## src/sv/ppq_pkg.sv

```systemverilog
// shared types and constants of the priority process queue
package ppq_pkg;

   // default sizes
   localparam int DEFAULT_QUEUE_DEPTH = 16;
   localparam int DEFAULT_PRIO_BITS   = 8;

   // field widths fixed by the request and response ports
   localparam int ID_BITS        = 4;
   localparam int PORT_PRIO_BITS = 8;

   // request codes
   typedef enum logic [1:0] {
      REQ_INSERT      = 2'd0,
      REQ_REMOVE_HEAD = 2'd1,
      REQ_REMOVE_ID   = 2'd2,
      REQ_PEEK_HEAD   = 2'd3
   } ppq_req_type;

   // response status codes
   typedef enum logic [1:0] {
      ST_OK   = 2'd0,
      ST_MISS = 2'd1,
      ST_FULL = 2'd2
   } ppq_status_type;

   // command broadcast to every cell of the chain
   typedef enum logic [1:0] {
      CMD_HOLD,
      CMD_INSERT,
      CMD_POP,
      CMD_REMOVE
   } ppq_cmd_type;

   // control group from the top level to the cells
   typedef struct packed {
      ppq_cmd_type        cmd;
      logic [ID_BITS-1:0] id;
   } ppq_ctl_type;

endpackage

```

## src/sv/ppq_cell.sv

```systemverilog
// one slot of the sorted queue chain: holds an entry and trades it with its neighbors
module ppq_cell #(
   parameter int PRIO_BITS = ppq_pkg::DEFAULT_PRIO_BITS
) (
   input  logic                        clock,
   input  logic                        reset,
   input  ppq_pkg::ppq_ctl_type        ctl,
   input  logic [PRIO_BITS-1:0]        new_prio,
   input  logic                        left_keep,
   input  logic                        left_valid,
   input  logic [ppq_pkg::ID_BITS-1:0] left_id,
   input  logic [PRIO_BITS-1:0]        left_prio,
   input  logic                        right_valid,
   input  logic [ppq_pkg::ID_BITS-1:0] right_id,
   input  logic [PRIO_BITS-1:0]        right_prio,
   input  logic                        hit_in,
   output logic                        valid,
   output logic [ppq_pkg::ID_BITS-1:0] id,
   output logic [PRIO_BITS-1:0]        prio,
   output logic                        keep,
   output logic                        match,
   output logic                        hit_out
);
   import ppq_pkg::*;

   logic                 valid_ff, valid_in;
   logic [ID_BITS-1:0]   id_ff, id_in;
   logic [PRIO_BITS-1:0] prio_ff, prio_in;

   // entry stays put on insert when it ranks at or above the new one
   assign keep    = valid_ff && (prio_ff >= new_prio);
   assign match   = valid_ff && (id_ff == ctl.id);
   assign hit_out = hit_in || match;

   assign valid = valid_ff;
   assign id    = id_ff;
   assign prio  = prio_ff;

   // next slot contents
   always_comb begin
      valid_in = valid_ff;
      id_in    = id_ff;
      prio_in  = prio_ff;
      case (ctl.cmd)
         CMD_INSERT: begin
            if (!keep) begin
               if (left_keep) begin
                  valid_in = 1'b1;
                  id_in    = ctl.id;
                  prio_in  = new_prio;
               end else begin
                  valid_in = left_valid;
                  id_in    = left_id;
                  prio_in  = left_prio;
               end
            end
         end
         CMD_POP: begin
            valid_in = right_valid;
            id_in    = right_id;
            prio_in  = right_prio;
         end
         CMD_REMOVE: begin
            // close the gap left by the frontmost matching entry
            if (hit_in || match) begin
               valid_in = right_valid;
               id_in    = right_id;
               prio_in  = right_prio;
            end
         end
         default: begin
            valid_in = valid_ff;
         end
      endcase
   end

   // occupancy flag
   always_ff @(posedge clock) begin
      if (reset) begin
         valid_ff <= 1'b0;
      end else begin
         valid_ff <= valid_in;
      end
   end

   // entry payload
   always_ff @(posedge clock) begin
      id_ff   <= id_in;
      prio_ff <= prio_in;
   end

endmodule

```

## src/sv/priority_process_queue_core.sv

```systemverilog
// priority process queue: a sorted chain of slot cells with a registered response
//
// Request channel: a request (req_type, req_proc_id, req_prio) is taken at every
// rising edge where start is high and busy is low. busy stays low: each request
// is finished in the cycle it is taken, so a request can be issued every cycle.
// Request types: insert, remove head, remove a given id, peek head.
// Response channel: exactly one response per request, shown on the rsp_ ports
// for one cycle with rsp_valid high, in the cycle after the request is taken.
// The receiver cannot stall; a response not sampled in that cycle is gone.
// Throughput: 1 request per cycle, set by the slot cells, which all compare
// against the request and shift toward their neighbor in the same cycle.
// The queue keeps entries sorted by priority, highest first; equal priorities
// leave in arrival order. Status tells ok, miss (empty or id absent) or full.
// Reset (synchronous, active high) empties the queue and drops any response
// in flight; slot payload is not cleared, only the occupancy flags.
module priority_process_queue_core #(
   parameter int QUEUE_DEPTH = ppq_pkg::DEFAULT_QUEUE_DEPTH,
   parameter int PRIO_BITS   = ppq_pkg::DEFAULT_PRIO_BITS
) (
   input  logic                              clock,
   input  logic                              reset,
   input  logic                              start,
   output logic                              busy,
   input  logic [1:0]                        req_type,
   input  logic [ppq_pkg::ID_BITS-1:0]       req_proc_id,
   input  logic [ppq_pkg::PORT_PRIO_BITS-1:0] req_prio,
   output logic                              rsp_valid,
   output logic [1:0]                        rsp_status,
   output logic [ppq_pkg::ID_BITS-1:0]       rsp_out_id,
   output logic [ppq_pkg::PORT_PRIO_BITS-1:0] rsp_out_prio,
   output logic                              rsp_is_empty
);
   import ppq_pkg::*;

   logic                 accept;
   logic [PRIO_BITS-1:0] new_prio;
   ppq_ctl_type          ctl;

   logic                 cell_valid [QUEUE_DEPTH];
   logic [ID_BITS-1:0]   cell_id    [QUEUE_DEPTH];
   logic [PRIO_BITS-1:0] cell_prio  [QUEUE_DEPTH];
   logic                 cell_keep  [QUEUE_DEPTH];
   logic                 cell_match [QUEUE_DEPTH];
   logic                 hit        [QUEUE_DEPTH+1];

   logic                 queue_full, queue_empty;
   logic [ID_BITS-1:0]   found_id;
   logic [PRIO_BITS-1:0] found_prio;

   ppq_status_type       status_in;
   logic [ID_BITS-1:0]   out_id_in;
   logic [PRIO_BITS-1:0] out_prio_in;
   logic                 is_empty_in;

   logic                      rsp_valid_ff;
   ppq_status_type            status_ff;
   logic [ID_BITS-1:0]        out_id_ff;
   logic [PORT_PRIO_BITS-1:0] out_prio_ff;
   logic                      is_empty_ff;

   // every request completes in the cycle it is taken
   assign busy   = 1'b0;
   assign accept = start && !busy;

   assign new_prio    = PRIO_BITS'(req_prio);
   assign queue_full  = cell_valid[QUEUE_DEPTH-1];
   assign queue_empty = !cell_valid[0];

   // command to the chain
   always_comb begin
      ctl.id  = req_proc_id;
      ctl.cmd = CMD_HOLD;
      if (accept) begin
         case (req_type)
            REQ_INSERT:      ctl.cmd = queue_full ? CMD_HOLD : CMD_INSERT;
            REQ_REMOVE_HEAD: ctl.cmd = CMD_POP;
            REQ_REMOVE_ID:   ctl.cmd = CMD_REMOVE;
            default:         ctl.cmd = CMD_HOLD;
         endcase
      end
   end

   assign hit[0] = 1'b0;

   // the slot chain, slot 0 at the front
   for (genvar k = 0; k < QUEUE_DEPTH; k++) begin : g_cell
      logic                 l_keep, l_valid, r_valid;
      logic [ID_BITS-1:0]   l_id, r_id;
      logic [PRIO_BITS-1:0] l_prio, r_prio;

      if (k == 0) begin : g_front
         assign l_keep  = 1'b1;
         assign l_valid = 1'b0;
         assign l_id    = '0;
         assign l_prio  = '0;
      end else begin : g_inner_l
         assign l_keep  = cell_keep[k-1];
         assign l_valid = cell_valid[k-1];
         assign l_id    = cell_id[k-1];
         assign l_prio  = cell_prio[k-1];
      end

      if (k == QUEUE_DEPTH-1) begin : g_back
         assign r_valid = 1'b0;
         assign r_id    = '0;
         assign r_prio  = '0;
      end else begin : g_inner_r
         assign r_valid = cell_valid[k+1];
         assign r_id    = cell_id[k+1];
         assign r_prio  = cell_prio[k+1];
      end

      ppq_cell #(
         .PRIO_BITS(PRIO_BITS)
      ) u_cell (
         .clock      (clock),
         .reset      (reset),
         .ctl        (ctl),
         .new_prio   (new_prio),
         .left_keep  (l_keep),
         .left_valid (l_valid),
         .left_id    (l_id),
         .left_prio  (l_prio),
         .right_valid(r_valid),
         .right_id   (r_id),
         .right_prio (r_prio),
         .hit_in     (hit[k]),
         .valid      (cell_valid[k]),
         .id         (cell_id[k]),
         .prio       (cell_prio[k]),
         .keep       (cell_keep[k]),
         .match      (cell_match[k]),
         .hit_out    (hit[k+1])
      );
   end

   // pick the frontmost matching entry
   always_comb begin
      found_id   = '0;
      found_prio = '0;
      for (int k = 0; k < QUEUE_DEPTH; k++) begin
         if (cell_match[k] && !hit[k]) begin
            found_id   = found_id | cell_id[k];
            found_prio = found_prio | cell_prio[k];
         end
      end
   end

   // response contents
   always_comb begin
      status_in   = ST_MISS;
      out_id_in   = '0;
      out_prio_in = '0;
      is_empty_in = queue_empty;
      case (req_type)
         REQ_INSERT: begin
            is_empty_in = 1'b0;
            if (queue_full) begin
               status_in = ST_FULL;
            end else begin
               status_in   = ST_OK;
               out_id_in   = req_proc_id;
               out_prio_in = new_prio;
            end
         end
         REQ_REMOVE_HEAD, REQ_PEEK_HEAD: begin
            if (!queue_empty) begin
               status_in   = ST_OK;
               out_id_in   = cell_id[0];
               out_prio_in = cell_prio[0];
               if (req_type == REQ_REMOVE_HEAD) begin
                  is_empty_in = !cell_valid[1];
               end
            end
         end
         REQ_REMOVE_ID: begin
            if (hit[QUEUE_DEPTH]) begin
               status_in   = ST_OK;
               out_id_in   = found_id;
               out_prio_in = found_prio;
               is_empty_in = !cell_valid[1];
            end
         end
         default: begin
            status_in = ST_MISS;
         end
      endcase
   end

   // response strobe
   always_ff @(posedge clock) begin
      if (reset) begin
         rsp_valid_ff <= 1'b0;
      end else begin
         rsp_valid_ff <= accept;
      end
   end

   // response payload
   always_ff @(posedge clock) begin
      if (accept) begin
         status_ff   <= status_in;
         out_id_ff   <= out_id_in;
         out_prio_ff <= PORT_PRIO_BITS'(out_prio_in);
         is_empty_ff <= is_empty_in;
      end
   end

   assign rsp_valid    = rsp_valid_ff;
   assign rsp_status   = status_ff;
   assign rsp_out_id   = out_id_ff;
   assign rsp_out_prio = out_prio_ff;
   assign rsp_is_empty = is_empty_ff;

endmodule

```

## config.mk

```make
export PLATFORM = sky130hd
export DESIGN_NAME = priority_process_queue_core
export DESIGN_NICKNAME = d
export VERILOG_FILES = /design/src/sv/ppq_pkg.sv /design/src/sv/ppq_cell.sv /design/src/sv/priority_process_queue_core.sv
export SDC_FILE = /design/constraint.sdc
export NUM_CORES = 1
export LEC_CHECK = 0
export BUFFER_PORTS_ARGS = -buffer_cell sky130_fd_sc_hd__buf_4
export CORE_UTILIZATION = 25
export CTS_CLUSTER_SIZE = 8
export DETAILED_ROUTE_END_ITERATION = 10
export GPL_TIMING_DRIVEN = 0
export SLEW_MARGIN = 5
export SYNTH_ARGS = -nofsm -noshare
export SYNTH_HDL_FRONTEND = slang
export SYNTH_SLANG_ARGS = --single-unit
```

## constraint.sdc

```tcl
create_clock -name clock -period 5.8 [get_ports clock]
set_clock_uncertainty 0.05 [all_clocks]
set_input_delay 0.29 -clock clock [delete_from_list [all_inputs] [get_ports clock]]
set_output_delay 0.29 -clock clock [all_outputs]
set_load 0.01 [all_outputs]
```

==> flow_metrics.tcl, run 1 <==
set metrics [dict create \
    worstMarginPinSlew_ps 1390 \
    design_area_um2 19000 \
    clk_path_buf_depth 3 \
    die_h_um 260 \
    area_growth_pct 13.8 \
    synth_area_um2 16700 \
    die_x_um 260 \
    layout.cells.non_filler 2702 \
    synth_mux_area_share_pct 3.68 \
    synth-simple-area-share_pct 19.4 \
    tns_ps 0 \
    gp_congestion 0.998 \
    async_reset_ff_share_pct 0 \
    cts_hold_buf 0 \
    critical_path_arrival_ps 5360 \
    hp-class "in2reg" \
    post-route-drc-count 0 \
    dpl.hpwl_um 56500 \
    cts_setup_buffers 0 \
    cp-end-kind "flop" \
    synth_edf_count 207 \
    drv_cap 0 \
    overflow 0 \
    maxSlewHeadroom_pct 7.23 \
    placed_cell_area_um2 17900 \
    portBuffers 20 \
    rr_endpoint "g_cell[3].u_cell.prio[6]" \
    antenna_found_initial 1 \
    diodes 0 \
    mostFrequentLayoutCell "nand2_1" \
    synth_top_area_share_pct 37.3 \
    worstSetupStartpoint "req_prio[2]" \
    syn-num-nets 1902 \
    grt_max_degree 19 \
    grt_pass1_wl_um 111000 \
    p_per_area_nw_per_um2 284 \
    vias 16000 \
    cts_tree "built" \
    syn-instance-count 1752 \
    period_needed_ps 5150 \
    synth_flop_cell "edfxtp_1" \
    synth-compound-area-share_pct 19.6 \
    ys_types 83 \
    nNetsFinal 1962 \
    synth_top_cell_by_area "edfxtp_1" \
    r2r_slack_ps 2100 \
    totalPowerFinal_w 0.00538 \
    grtUsageTotal_pct 23.1 \
    p_leak_nw 6.97 \
    cts_sinks 224 \
    synth-seq-cells 224 \
    synth_fa_ha_area_share_pct 9.99 \
    finalWirelength_um 79700 \
    cts_resized 0 \
    setup-violations-final 0 \
    vdd_drop_max_mv 0.169 \
    dieArea_um2 67700 \
    outcome "finished clean" \
    yosys-top-cells-area "edfxtp_1 (37%), ha_1 (10%), nand2_1 (5.1%), o211ai_1 (4.9%), nand3_1 (3.9%)" \
    root_buffer "clkbuf_16" \
    ys.warnings.count 0 \
    finalCritPeriodShare_pct 88.9 \
    layout-drive-gt1-share_pct 7.67 \
    reg2reg_depth 10 \
    rsz0062_at_grt "false" \
    timing.rr.start "g_cell[0].u_cell.id[3]" \
    coreArea_um2 65900 \
    std_cell_rows 94 \
    first_iter_violations 2222 \
    hold_ws_ps 97.1 \
    required_ps 6000 \
    viasPerCell 5.92 \
    clkLatencyLatePin_ps 570 \
    cp_max_fo 18 \
    final_cell_mix "nand2_1 (227), edfxtp_1 (207), ha_1 (133)" \
    final-max-slew-violation-count 0 \
    cts.reportedPaths.clkPinSlew_ps 50 \
    synth_top_family_by_area "compound AO/OA/AOI/OAI gates" \
    synth-seq-area-share_pct 39.3 \
    grt_pass1_vias 15400 \
    synth_area_per_cell_um2 9.51 \
    cts_buffers 34 \
    ios 34 \
    initial_utilization_pct 25.3 \
    critPathLaunchType "input port" \
    yosys.area_share.xor_xnor_pct 3.30 \
    place_inst 2640 \
    drt_first_pass_iters 6 \
    ant_nets 0 \
    finalHoldViolations 0 \
    htreeDepth 2 \
    max_freq_mhz 194 \
    worstSetupPathType "in2reg" \
    wl_per_cell_um 29.5 \
    crit_path_end "g_cell[13].u_cell.prio[3]" \
]
[cells in the mapped netlist, drive strengths merged, types with 11 or more instances]
library cell and count:
a21o 19, a21oi 58, a221o 11, a221oi 21
a22o 25, a31oi 15, and2 13, and3 22
and4 15, buf 33, clkbuf 95, dfxtp 17
edfxtp 207, ha 133, inv 43, mux2i 59
nand2 229, nand2b 20, nand3 135, nand4 13
nor2 91, nor2b 18, nor3 34, nor4 12
o211ai 108, o21ai 127, xnor2 16, xor2 45
[worst min path at each step]
stage | from | to | slack, ps | depth (start not counted)
6_report | start | rsp_out_prio[5] | 100 | 1
4_1_cts | start | rsp_out_prio[6] | 90 | 1
3_5_place_dp | g_cell[4].u_cell.valid | g_cell[5].u_cell.valid | 530 | 2
3_3_place_gp | g_cell[2].u_cell.valid | g_cell[2].u_cell.valid | 520 | 2
2_1_floorplan | start | rsp_is_empty | 350 | 0
5_1_grt | start | rsp_out_prio[5] | 90 | 1
[layer usage]
metal  GRT usage (%)  wire (µm)
met1            29.3      31200
met3            6.91       9510
met2            35.3      34500
met4            11.9       4450
met5               0         52
[state kept, by name (all words and copies together), names as in the netlist]
register,cells
rsp_is_empty,1
g_cell.u_cell.valid,16
g_cell.u_cell.id,64
rsp_status,2
g_cell.u_cell.prio,128
rsp_valid,1
rsp_out_prio,8
rsp_out_id,4
[power by group]
group          total [W]  internal [W]  switching (W)  leakage [nW]
combinational    0.00113      0.000381       0.000749          4.37
clock            0.00197       0.00119       0.000785         0.494
sequential       0.00227       0.00200       0.000278          2.11
[worst max-delay path, stage by stage]
cell	delay [ps]
clkbuf_1	820
clkinv_1	1350
ha_1	690
nor2b_1	130
o21ai_0	170
a21oi_1	100
o211ai_1	660
nand2_1	110
a21boi_1	710
buf_4	290
[cells by family after synthesis]
| group | count (synthesis) |
|---|---|
| multiplexers | 61 |
| other | 1 |
| adder cells (fa/ha/maj) | 133 |
| buffers and inverters | 171 |
| AND/OR/NAND/NOR | 628 |
| XOR/XNOR | 61 |
| AO/OA/AOI/OAI | 473 |
| flip-flops | 224 |
[cell type report]
| type | instances | area [µm²] |
|---|---|---|
| clock buffers | 61 | 1030 |
| well taps | 864 | 1080 |
| repair buffers | 24 | 180 |
| multi-input cells | 1357 | 9330 |
| clock inverters | 1 | 5.00 |
| fillers | 6919 | 46900 |
| plain buffers | 128 | 627 |
| inverters | 43 | 161 |
| flip-flops and latches | 224 | 6560 |
[per-stage QoR]
step | setup slack [ps] | util (%)
floorplan | 2230 | -
global placement | -16.0 | 27.2
detailed placement | 472 | 27.2
CTS | 1110 | 28.8
global route | 464 | 28.8
finish | 645 | 28.8
No activity file was read; power rests on OpenSTA's default activity.
==> inputs of run 2 (changes only) <==
--- a/config.mk
+++ b/config.mk
@@ -6,8 +6,10 @@
 export NUM_CORES = 1
 export LEC_CHECK = 0
 export BUFFER_PORTS_ARGS = -buffer_cell sky130_fd_sc_hd__buf_4
+export CAP_MARGIN = 25
+export CORE_MARGIN = 4
 export CORE_UTILIZATION = 25
-export CTS_CLUSTER_SIZE = 8
+export CTS_CLUSTER_SIZE = 28
 export DETAILED_ROUTE_END_ITERATION = 10
 export GPL_TIMING_DRIVEN = 0
 export SLEW_MARGIN = 5
==> run 2 against run 1 <==
Hold slack worse by 25 ps; combinational power hardly changed; setup slack better by 870 ps; critical path depth stayed put; clock power is 2% lower; sequential share of layout area is 0.42 points lower; maximum frequency is 20% higher; die area is 4.7% higher; sequential power hardly changed; total power is 0.41% lower; clock-buffer cell count is 29 lower; critical endpoint is now g_cell[9].u_cell.prio[1].
==> flow_metrics.tcl, run 2 (same netlist as run 1, synthesis figures left out) <==
set metrics [dict create \
    finalCritPeriodShare_pct 73.9 \
    cts.reportedPaths.clkPinSlew_ps 60 \
    die_h_um 266 \
    outcome "finished clean" \
    antenna_found_initial 1 \
    hp-class "in2reg" \
    final_util_pct 29.1 \
    multi_input_area_um2 9330 \
    largest_register_ffs 128 \
    worstMarginPinSlew_ps 1160 \
    gp_congestion 1.01 \
    ios 34 \
    coreArea_um2 65900 \
    ff_latch_area_um2 6560 \
    finalHoldViolations 0 \
    period_needed_ps 4280 \
    nFillCells 6895 \
    std_cell_rows 94 \
    final-max-slew-violation-count 0 \
    wl_per_cell_um 29.6 \
    mostFrequentLayoutCell "nand2_1" \
    critical_path_arrival_ps 4430 \
    grt_pass1_vias 15200 \
    rsz0062_at_grt "false" \
    crit_chain "buf_4 -> inv_1 -> ha_1 -> clkbuf_1 -> and2_0 -> clkbuf_1 -> clkbuf_1 -> clkbuf_1 -> o21ai_0 -> o21ai_1" \
    cts_hold_buf 0 \
    root_buffer "clkbuf_16" \
    design_area_um2 19200 \
    area_growth_pct 15.2 \
    hold_path_end "rsp_is_empty" \
    cpMaxStageDelayCell "clkbuf_1" \
    cts_resized 0 \
    nNetsFinal 1970 \
    r2r_slack_ps 2020 \
    worstSetupPathType "in2reg" \
    setup-violations-final 0 \
    totalPowerFinal_w 0.00536 \
    tns_ps 0 \
    dpl.hpwl_um 59000 \
    grt_max_degree 18 \
    p_leak_nw 7.10 \
    cp-end-kind "flop" \
    post-route-drc-count 0 \
    dieArea_um2 70800 \
    required_ps 5950 \
    cts_sinks 224 \
    max_stage_delay_ps 860 \
    finalWirelength_um 80000 \
    p_per_area_nw_per_um2 279 \
    clkLatencyLatePin_ps 580 \
    cts_setup_buffers 0 \
    layout-drive-gt1-share_pct 8.75 \
    worstSetupStartpoint "req_type[0]" \
    rr_endpoint "g_cell[9].u_cell.prio[1]" \
    place_inst 2649 \
    cts_buffers 27 \
    drv_cap 0 \
    final_cell_mix "nand2_1 (227), edfxtp_1 (207), ha_1 (133)" \
    viasPerCell 5.95 \
    critPathLaunchType "input port" \
    layout.cells.non_filler 2707 \
    grtUsageTotal_pct 21.7 \
    vdd_drop_max_mv 0.167 \
    clk_path_buf_depth 3 \
    initial_utilization_pct 25.3 \
    max_freq_mhz 233 \
    die_x_um 266 \
    first_iter_violations 2421 \
    portBuffers 20 \
    htreeDepth 1 \
    worstHoldStart "start" \
    cts_tree "built" \
    vias 16100 \
    ant_nets 0 \
    reg2reg_depth 6 \
    placed_cell_area_um2 18100 \
    grt_pass1_wl_um 113000 \
    crit_top_cell "clkbuf_1" \
    timing.rr.start "g_cell[15].u_cell.valid" \
    maxSlewHeadroom_pct 22.7 \
    cp_max_fo 12 \
    overflow 0 \
    min_path_cells 1 \
    drt_first_pass_iters 6 \
]
## run 2: cell types whose count changed in the layout (fill, tap and decap cells not counted), moves of 2 or more
cell,delta
buf_6,+4
clkbuf_1,-20
buf_4,+3
buf_16,+7
clkinv_2,+5
bufinv_16,+7
clkbuf_16,-10
clkinv_1,+2
diode_2,+2
## run 2: through the flow
step | setup WS [ps] | hold WS (ps)
after floorplan | 2230 | 352
final | 1520 | 72.4
after global placement | 30.5 | 524
after detailed placement | 1050 | 535
after global routing | 1390 | 67.0
after CTS | 1650 | 66.6
## run 2: report_power, final
part	switching (W)	internal [W]
Combinational	0.000752	0.000402
Sequential	0.000282	0.00199
Clock	0.000740	0.00119
Total	0.00177	0.00358
## run 2: worst max-delay path by stage
stage,end,slack (ps)
2_1_floorplan,g_cell[11].u_cell.valid,2230
3_3_place_gp,g_cell[13].u_cell.prio[3],30
3_5_place_dp,g_cell[3].u_cell.prio[2],1050
4_1_cts,g_cell[9].u_cell.prio[1],1650
5_1_grt,g_cell[11].u_cell.valid,1390
6_report,g_cell[9].u_cell.prio[1],1520
## run 2: per-layer routing
metal | up-vias | wire length, µm | global-route usage [%]
li1 | 6819 | - | -
met1 | 7911 | 31900 | 29.0
met2 | 1126 | 34500 | 32.9
met3 | 261 | 8700 | 5.28
met4 | 0 | 4920 | 10.7
met5 | - | 0 | 0
## run 2: layout make-up
class	count	share of cell area, %
Timing Repair Buffer	39	2.37
Sequential cell	224	34.2
Multi-Input combinational cell	1357	48.6
Clock inverter	18	1.40
Inverter	43	0.841
Antenna cell	2	0.0261
Tap cell	864	5.63
Clock buffer	32	3.72
Buffer	128	3.27
## run 2: worst max-delay path, delay by kind of cell
kind                       cells  cell delay, ps
AOI/OAI and AO/OA              2             730
and+or+nand+nor                1             470
buffers and inverters          6            2630
adders and majority gates      1             290
